===== src/rtl/core/lgcs_pkg.sv =====
// lgcs_pkg: shared types, constants and the life rule for the column stream unit
// used by lgcs_cell, lgcs_out_queue and life_generation_column_stream_unit
`timescale 1ns / 1ps
`default_nettype none

package lgcs_pkg;

  localparam int INDEX_W     = 5;
  localparam int COLUMN_W    = 25;
  localparam int QUEUE_DEPTH = 4;
  localparam int QCNT_W      = 3;
  localparam int BIRTH_COUNT = 3;
  localparam int KEEP_COUNT  = 2;

  // results per accepted column
  localparam logic [1:0] PUSH_NONE   = 2'd0;
  localparam logic [1:0] PUSH_ONE    = 2'd1;
  localparam logic [1:0] PUSH_THREE  = 2'd3;

  // result slots produced by every cell
  localparam int RES_MID   = 0;
  localparam int RES_LAST  = 1;
  localparam int RES_WRAP  = 2;

  typedef struct packed {
    logic [INDEX_W-1:0]  column_index;
    logic [COLUMN_W-1:0] next_column;
    logic                generation_done;
  } result_t;

  // what a cell shows to the cells above and below it
  typedef struct packed {
    logic first;
    logic second;
    logic older;
    logic newer;
    logic col;
  } cell_view_t;

  typedef struct packed {
    logic accept;
    logic load_first;
    logic load_second;
  } cell_ctl_t;

  // bit 0 is the row above, bit 1 the row itself, bit 2 the row below
  function automatic logic life_next(logic [2:0] left, logic [2:0] mid,
                                     logic [2:0] right);
    logic [3:0] n;
    n = 4'(left[0]) + 4'(left[1]) + 4'(left[2]) + 4'(mid[0]) + 4'(mid[2])
      + 4'(right[0]) + 4'(right[1]) + 4'(right[2]);
    if (n == 4'(BIRTH_COUNT)) begin
      return 1'b1;
    end else if (n == 4'(KEEP_COUNT)) begin
      return mid[1];
    end
    return 1'b0;
  endfunction

endpackage

`default_nettype wire


===== src/rtl/core/lgcs_cell.sv =====
// lgcs_cell: one grid row, holds that row's bits of the kept and window columns
// and evaluates the life rule from its own bits and its two neighbors; uses lgcs_pkg
`timescale 1ns / 1ps
`default_nettype none

module lgcs_cell (
  input  wire logic               clk,
  input  wire logic               rst_n,
  input  wire logic               in_bit,
  input  wire lgcs_pkg::cell_ctl_t ctl,
  input  wire lgcs_pkg::cell_view_t view_up,
  input  wire lgcs_pkg::cell_view_t view_dn,
  output lgcs_pkg::cell_view_t     view,
  output logic [2:0]               res
);

  logic first_r,  first_nxt;
  logic second_r, second_nxt;
  logic older_r,  older_nxt;
  logic newer_r,  newer_nxt;

  always_comb begin
    view.first  = first_r;
    view.second = second_r;
    view.older  = older_r;
    view.newer  = newer_r;
    view.col    = in_bit;
  end

  // window column evaluated against the incoming column
  assign res[lgcs_pkg::RES_MID] = lgcs_pkg::life_next(
      {view_dn.older, older_r, view_up.older},
      {view_dn.newer, newer_r, view_up.newer},
      {view_dn.col,   in_bit,  view_up.col});
  // last column wraps onto column 0
  assign res[lgcs_pkg::RES_LAST] = lgcs_pkg::life_next(
      {view_dn.newer, newer_r, view_up.newer},
      {view_dn.col,   in_bit,  view_up.col},
      {view_dn.first, first_r, view_up.first});
  // column 0 between the last column and column 1
  assign res[lgcs_pkg::RES_WRAP] = lgcs_pkg::life_next(
      {view_dn.col,    in_bit,   view_up.col},
      {view_dn.first,  first_r,  view_up.first},
      {view_dn.second, second_r, view_up.second});

  always_comb begin
    first_nxt  = first_r;
    second_nxt = second_r;
    older_nxt  = older_r;
    newer_nxt  = newer_r;
    if (ctl.accept) begin
      if (ctl.load_first) begin
        first_nxt = in_bit;
      end
      if (ctl.load_second) begin
        second_nxt = in_bit;
      end
      older_nxt = newer_r;
      newer_nxt = in_bit;
    end
  end

  always_ff @(posedge clk) begin
    if (!rst_n) begin
      first_r  <= 1'b0;
      second_r <= 1'b0;
      older_r  <= 1'b0;
      newer_r  <= 1'b0;
    end else begin
      first_r  <= first_nxt;
      second_r <= second_nxt;
      older_r  <= older_nxt;
      newer_r  <= newer_nxt;
    end
  end

endmodule

`default_nettype wire


===== src/rtl/core/lgcs_out_queue.sv =====
// lgcs_out_queue: small in-order result queue, up to three pushes and one pop a cycle
// head entry drives the result ports directly; uses lgcs_pkg
`timescale 1ns / 1ps
`default_nettype none

module lgcs_out_queue (
  input  wire logic                            clk,
  input  wire logic                            rst_n,
  input  wire logic [1:0]                      push_n,
  input  wire lgcs_pkg::result_t [2:0]         push_data,
  input  wire logic                            out_ready,
  output logic                                 out_valid,
  output lgcs_pkg::result_t                    head,
  output logic [lgcs_pkg::QCNT_W-1:0]          free_cnt
);

  lgcs_pkg::result_t q_r   [lgcs_pkg::QUEUE_DEPTH];
  lgcs_pkg::result_t q_nxt [lgcs_pkg::QUEUE_DEPTH];
  logic [lgcs_pkg::QCNT_W-1:0] count_r, count_nxt;
  logic [lgcs_pkg::QCNT_W-1:0] base;
  logic                        pop;

  assign out_valid = (count_r != '0);
  assign head      = q_r[0];
  assign free_cnt  = lgcs_pkg::QCNT_W'(lgcs_pkg::QUEUE_DEPTH) - count_r;
  assign pop       = out_valid && out_ready;
  assign base      = count_r - lgcs_pkg::QCNT_W'(pop);
  assign count_nxt = base + lgcs_pkg::QCNT_W'(push_n);

  always_comb begin
    for (int i = 0; i < lgcs_pkg::QUEUE_DEPTH; i++) begin
      q_nxt[i] = q_r[i];
    end
    if (pop) begin
      for (int i = 0; i < lgcs_pkg::QUEUE_DEPTH - 1; i++) begin
        q_nxt[i] = q_r[i + 1];
      end
    end
    for (int i = 0; i < lgcs_pkg::QUEUE_DEPTH; i++) begin
      for (int k = 0; k < 3; k++) begin
        if ((2'(k) < push_n) && (base + lgcs_pkg::QCNT_W'(k) == lgcs_pkg::QCNT_W'(i))) begin
          q_nxt[i] = push_data[k];
        end
      end
    end
  end

  always_ff @(posedge clk) begin
    for (int i = 0; i < lgcs_pkg::QUEUE_DEPTH; i++) begin
      q_r[i] <= q_nxt[i];
    end
  end

  always_ff @(posedge clk) begin
    if (!rst_n) begin
      count_r <= '0;
    end else begin
      count_r <= count_nxt;
    end
  end

endmodule

`default_nettype wire


===== src/rtl/core/life_generation_column_stream_unit.sv =====
// life_generation_column_stream_unit: one generation of toroidal B3/S23 life per column stream
// built from lgcs_cell (one per grid row) and lgcs_out_queue; uses lgcs_pkg
`timescale 1ns / 1ps
`default_nettype none

// Columns of the current generation enter one per transaction, column 0 first, bit y
// being row y; bits at or above GRID_ROWS are dropped. A row of GRID_ROWS cells keeps
// columns 0 and 1 and the two latest columns, and every cell evaluates its row in the
// same cycle the column is taken, so a column is accepted every clock while the queue
// has room. The first two columns of a generation give no result, each later column
// gives next-generation column x-1, and the last column gives three: the column before
// it, itself, and column 0 with generation_done set. Results leave in order from a
// registered four-entry queue; GRID_COLUMNS columns in yield GRID_COLUMNS results
// out, so the sustained rate is one column per cycle while the result side keeps up.
// in_ready drops only when the queue lacks room for the results of the waiting column.
module life_generation_column_stream_unit #(
  parameter int GRID_COLUMNS = 25,
  parameter int GRID_ROWS    = 25
) (
  input  wire logic                            clk,
  input  wire logic                            rst_n,
  input  wire logic                            in_valid,
  output logic                                 in_ready,
  input  wire logic [lgcs_pkg::COLUMN_W-1:0]   in_column_bits,
  output logic                                 out_valid,
  input  wire logic                            out_ready,
  output logic [lgcs_pkg::INDEX_W-1:0]         out_column_index,
  output logic [lgcs_pkg::COLUMN_W-1:0]        out_next_column,
  output logic                                 out_generation_done
);

  localparam int CW = $clog2(GRID_COLUMNS);
  localparam int IW = lgcs_pkg::INDEX_W;
  localparam int XW = lgcs_pkg::COLUMN_W;

  logic [CW-1:0] seen_r, seen_nxt;
  logic [CW-1:0] seen_dec;
  logic          is_last;
  logic          accept;
  logic [1:0]    need;
  logic [1:0]    push_n;

  logic [GRID_ROWS-1:0]      col;
  logic [GRID_ROWS+XW-1:0]   col_ext;
  logic [GRID_ROWS-1:0]      res_mid, res_last, res_wrap;
  logic [GRID_ROWS+XW-1:0]   mid_ext, last_ext, wrap_ext;
  logic [CW+IW-1:0]          mid_idx_ext, last_idx_ext;

  lgcs_pkg::cell_ctl_t          ctl;
  lgcs_pkg::cell_view_t         views [GRID_ROWS];
  lgcs_pkg::result_t [2:0]      push_data;
  lgcs_pkg::result_t            head;
  logic [lgcs_pkg::QCNT_W-1:0]  free_cnt;

  assign col_ext = {{GRID_ROWS{1'b0}}, in_column_bits};
  assign col     = col_ext[GRID_ROWS-1:0];

  assign is_last = (seen_r == CW'(GRID_COLUMNS - 1));
  assign need    = (seen_r < CW'(2)) ? lgcs_pkg::PUSH_NONE :
                   (is_last ? lgcs_pkg::PUSH_THREE : lgcs_pkg::PUSH_ONE);
  assign in_ready = (free_cnt >= lgcs_pkg::QCNT_W'(need));
  assign accept   = in_valid && in_ready;
  assign push_n   = accept ? need : lgcs_pkg::PUSH_NONE;

  assign ctl.accept      = accept;
  assign ctl.load_first  = (seen_r == CW'(0));
  assign ctl.load_second = (seen_r == CW'(1));

  assign seen_dec = seen_r - CW'(1);
  assign seen_nxt = accept ? (is_last ? '0 : seen_r + CW'(1)) : seen_r;

  always_ff @(posedge clk) begin
    if (!rst_n) begin
      seen_r <= '0;
    end else begin
      seen_r <= seen_nxt;
    end
  end

  for (genvar y = 0; y < GRID_ROWS; y++) begin : g_row
    localparam int UP = (y == 0) ? GRID_ROWS - 1 : y - 1;
    localparam int DN = (y == GRID_ROWS - 1) ? 0 : y + 1;
    logic [2:0] res;

    lgcs_cell u_cell (
      .clk     (clk),
      .rst_n   (rst_n),
      .in_bit  (col[y]),
      .ctl     (ctl),
      .view_up (views[UP]),
      .view_dn (views[DN]),
      .view    (views[y]),
      .res     (res)
    );

    assign res_mid[y]  = res[lgcs_pkg::RES_MID];
    assign res_last[y] = res[lgcs_pkg::RES_LAST];
    assign res_wrap[y] = res[lgcs_pkg::RES_WRAP];
  end

  assign mid_ext      = {{XW{1'b0}}, res_mid};
  assign last_ext     = {{XW{1'b0}}, res_last};
  assign wrap_ext     = {{XW{1'b0}}, res_wrap};
  assign mid_idx_ext  = {{IW{1'b0}}, seen_dec};
  assign last_idx_ext = {{IW{1'b0}}, seen_r};

  always_comb begin
    push_data[0].column_index    = mid_idx_ext[IW-1:0];
    push_data[0].next_column     = mid_ext[XW-1:0];
    push_data[0].generation_done = 1'b0;
    push_data[1].column_index    = last_idx_ext[IW-1:0];
    push_data[1].next_column     = last_ext[XW-1:0];
    push_data[1].generation_done = 1'b0;
    push_data[2].column_index    = '0;
    push_data[2].next_column     = wrap_ext[XW-1:0];
    push_data[2].generation_done = 1'b1;
  end

  lgcs_out_queue u_queue (
    .clk       (clk),
    .rst_n     (rst_n),
    .push_n    (push_n),
    .push_data (push_data),
    .out_ready (out_ready),
    .out_valid (out_valid),
    .head      (head),
    .free_cnt  (free_cnt)
  );

  assign out_column_index    = head.column_index;
  assign out_next_column     = head.next_column;
  assign out_generation_done = head.generation_done;

  a_seen_range: assert property (@(posedge clk) disable iff (!rst_n)
    seen_r <= CW'(GRID_COLUMNS - 1))
    else $error("column counter past last column");

  a_queue_bound: assert property (@(posedge clk) disable iff (!rst_n)
    free_cnt <= lgcs_pkg::QCNT_W'(lgcs_pkg::QUEUE_DEPTH))
    else $error("result queue overfilled");

  a_last_gives_result: assert property (@(posedge clk) disable iff (!rst_n)
    accept && is_last |=> out_valid)
    else $error("last column produced no result");

  a_done_is_col0: assert property (@(posedge clk) disable iff (!rst_n)
    out_valid && out_generation_done |-> out_column_index == '0)
    else $error("generation end on a column other than 0");

endmodule

`default_nettype wire


===== config.mk =====
export PLATFORM = sky130hd
export DESIGN_NAME = life_generation_column_stream_unit
export DESIGN_NICKNAME = d
export VERILOG_FILES = /design/src/rtl/core/lgcs_pkg.sv /design/src/rtl/core/lgcs_cell.sv /design/src/rtl/core/lgcs_out_queue.sv /design/src/rtl/core/life_generation_column_stream_unit.sv
export SDC_FILE = /design/constraint.sdc
export NUM_CORES = 1
export LEC_CHECK = 0
export BUFFER_PORTS_ARGS = -buffer_cell sky130_fd_sc_hd__buf_4
export CAP_MARGIN = 10
export CORE_MARGIN = 1.5
export CORE_UTILIZATION = 35
export CTS_CLUSTER_SIZE = 16
export DETAILED_ROUTE_END_ITERATION = 16
export SLEW_MARGIN = 20
export SYNTH_ARGS = -nofsm -noshare
export SYNTH_HDL_FRONTEND = slang
export SYNTH_SLANG_ARGS = --single-unit

===== constraint.sdc =====
create_clock -name clk -period 5.25 [get_ports clk]
set_input_delay 1.05 -clock clk [delete_from_list [all_inputs] [get_ports clk]]
set_output_delay 1.05 -clock clk [all_outputs]
set_load 0.02 [all_outputs]

==> results.toml <==
[clocking]
htreeDepth = 1
postCtsSetupBuffers = 0
numCtsBuffers = 31
ctsResizeCount = 0
cts_sinks = 232
holdBufCountCts = 0
worstSkewPairLatency_ns = 0.61
tritoncts = "done"
clock-root-buffer = "clkbuf_16"
clkTransAtPathRegs_ns = 0.06
clock_path_buffers = 3

[floorplanning]
start_util_pct = 35.2
fp.dieArea_um2 = 71900
design.core.area_um2 = 69800
fp.dieH_um = 268
io-pin-count = 62
die_x_um = 268
rows = 97

[place]
place_hpwl_um = 52200
routabilityCongestion = 0.846
io_buffers = 61

[worst_setup_path]
slowest_delay_ns = 0.50
cp-end-kind = "register"
cp.required_ns = 5.54
worstPathArrival_ns = 4.57
r2r-start = "u_queue.count_r[0]$_SDFF_PN0_"
cp_cell_sequence = "inv_1, ha_1, ha_1, nor2b_2, ha_1, ha_1, xor2_2, inv_2, ha_1, nand3_1, or3_1, nand2_1, or3_1, buf_12"
cp_slowest_cell = "or3_1"
critPathMostFrequentCell = "ha_1"
worstPathMaxFanout = 18
startpoint = "u_queue.count_r[0]$_SDFF_PN0_"
criticalPathCategory = "reg2reg"
startpoint_type = "register"

[sta]
rsz0062_at_grt = "no"
period_share_pct = 81.6
relSlewSlack_pct = 27.9
tightest_slew_ns = 1.08
setup_tns_ns = 0
period_minus_slack_ns = 4.28
drv_slew = 0
fin_skew_ns = 0.0221
max_freq_mhz = 233
setup_viol = 0
hold_viol = 0

[logic_synthesis]
synthArstFlopShare_pct = 0
synth_area_per_cell_um2 = 9.67
netlist_top_cells_area = "fa_1, edfxtp_1, ha_1"
synth_area_um2 = 24600
synth-main-ff-cell = "dfxtp_1"
syn-num-nets = 3110
synth.distinct_cells = 67
synth_cells = 2543
synth_top_area_share_pct = 24.5
synth_area_leader_cell = "fa_1"
synth_edf_count = 100
yosys_register_bits = 232
seq_area_frac_synth_pct = 23.0
yosysWarnings = 0

[cells_and_area]
areaGrowthSynthToFinish_pct = 10.9
drive_above_1_share_pct = 8.69
diodes = 0
final_nets = 3155
final_common_cell = "inv_1"
utilization_pct = 39.1
most-common-layout-cells = "inv_1, fa_1, nand2_1"
seqCellArea_um2 = 5650
multiInputGateArea_um2 = 16800
fillers = 6824

[power_and_ir_drop]
swShare_pct = 50.3
power_switching_mw = 8.28
power.density_nw_per_um2 = 603
p_comb_share_pct = 67.8
p_leak_nw = 11.6
vdd_drop_max_mv = 0.333
clkPwrFrac_pct = 13.8
seq_power_share_pct = 18.4
p_int_mw = 8.17

[route]
drc = 0
first_pass_iters = 5
wl_per_cell_um = 20.4
wl_um = 72500
vias = 19000
via_per_inst = 5.34
drt-initial-drc-count = 1429
ant_nets = 0

[global_routing]
grt_pass1_wl_um = 113000
grt_pass1_vias = 20300
grt_max_degree = 82
gr-total-overflow = 0
track_usage_pct = 20.4
antenna_found_initial = 1

[flow_run]
drv_cap = 0

[status]
status = "finished clean"

[hold_path]
hp-class = "reg2reg"
hp-start = "g_row[13].u_cell.first_r$_SDFFE_PN0P_"
-- metrics by stage --
step	std cells	setup WS, ns	total power [mW]	instance area (um2)	hold slack (ns)
5_1_grt	3553	0.822	18.0	27300	0.474
6_report	3553	0.966	16.5	27300	0.455
3_3_place_gp	3495	0.514	13.4	26200	0.440
2_1_floorplan	2543	0.712	10.6	24600	0.435
3_5_place_dp	3495	0.399	14.1	26200	0.451
4_1_cts	3553	0.962	16.5	27300	0.460
-- power by group through the flow --
stage,Combinational (mW),Clock [mW],Sequential (mW)
after floorplan,7.61,0,2.99
after global placement,10.3,0,3.05
after detailed placement,11.1,0,3.06
after CTS,11.1,2.32,3.03
after global routing,12.5,2.37,3.08
final,11.2,2.27,3.03
-- layout make-up --
cell class,count,share of cell area [%]
inverter,448,6.16
multi-input combinational,1759,61.5
timing repair buffer,116,3.38
clock inverter,20,0.835
sequential,232,20.7
tap,940,4.31
clock buffer,38,3.09
-- cells by family (layout without fill, tap and decap cells) --
| group | count (synthesis) | after routing | synth area share, % |
|---|---|---|---|
| buf+inv | 552 | 622 | 8.99 |
| flops | 232 | 232 | 23.0 |
| fa+ha+maj | 538 | 538 | 36.6 |
| compound gates | 508 | 508 | 14.7 |
| mux | 101 | 101 | 4.15 |
| xor+xnor | 9 | 9 | 0.351 |
| simple gates | 603 | 603 | 12.3 |
-- layer usage --
metal	share of wire [%]	global-route usage, %	up-vias
li1	-	-	8635
met1	42	25.8	9593
met3	5.7	2.75	140
met2	49	36.0	589
met5	0.018	0	-
met4	3.3	6.41	2
-- critical path, delay by kind of cell, from the launching register on --
kind / cells / cell delay (ns)
DFF: 1 / 0.31
xor gates and xnor gates: 1 / 0.33
adders and majority gates: 5 / 1.31
buffers and inverters: 3 / 0.52
and+or+nand+nor: 5 / 1.45
-- path summary, 6_finish.rpt --
path                                                         endpoint  slack [ns]  cells past startpoint
worst max-delay path                     u_queue.q_r[1][25]$_DFFE_PP_        0.97                     14
worst min-delay path            g_row[13].u_cell.first_r$_SDFFE_PN0P_        0.46                      2
worst max register to register           u_queue.q_r[1][25]$_DFFE_PP_        0.97                     14
worst min register to register  g_row[13].u_cell.first_r$_SDFFE_PN0P_        0.46                      2
-- flip-flops by register name, summed over array words and instances, names as in the netlist --
signal	flops
g_row.u_cell.first_r	25
g_row.u_cell.newer_r	25
seen_r	5
g_row.u_cell.second_r	25
u_queue.q_r	124
g_row.u_cell.older_r	25
u_queue.count_r	3
-- cells in the mapped netlist, types with 16 or more instances --
cell       count
o21ai_0       48
o22ai_1       16
nand3_1       31
nand2b_1      98
buf_2         36
ha_1         237
a21boi_0      94
a21oi_1      102
o31ai_1       35
dfxtp_1      132
nor4b_1       16
a31oi_1       21
edfxtp_1     100
nand2_1      261
nor2b_1       64
o31a_1        25
and2_1        21
a31o_2        22
a221oi_1      22
clkbuf_1      47
inv_1        445
a2111oi_0     24
a211oi_1      17
nor2_1        77
fa_1         301
mux2i_1       94
Power figures use the tool's default switching activity.
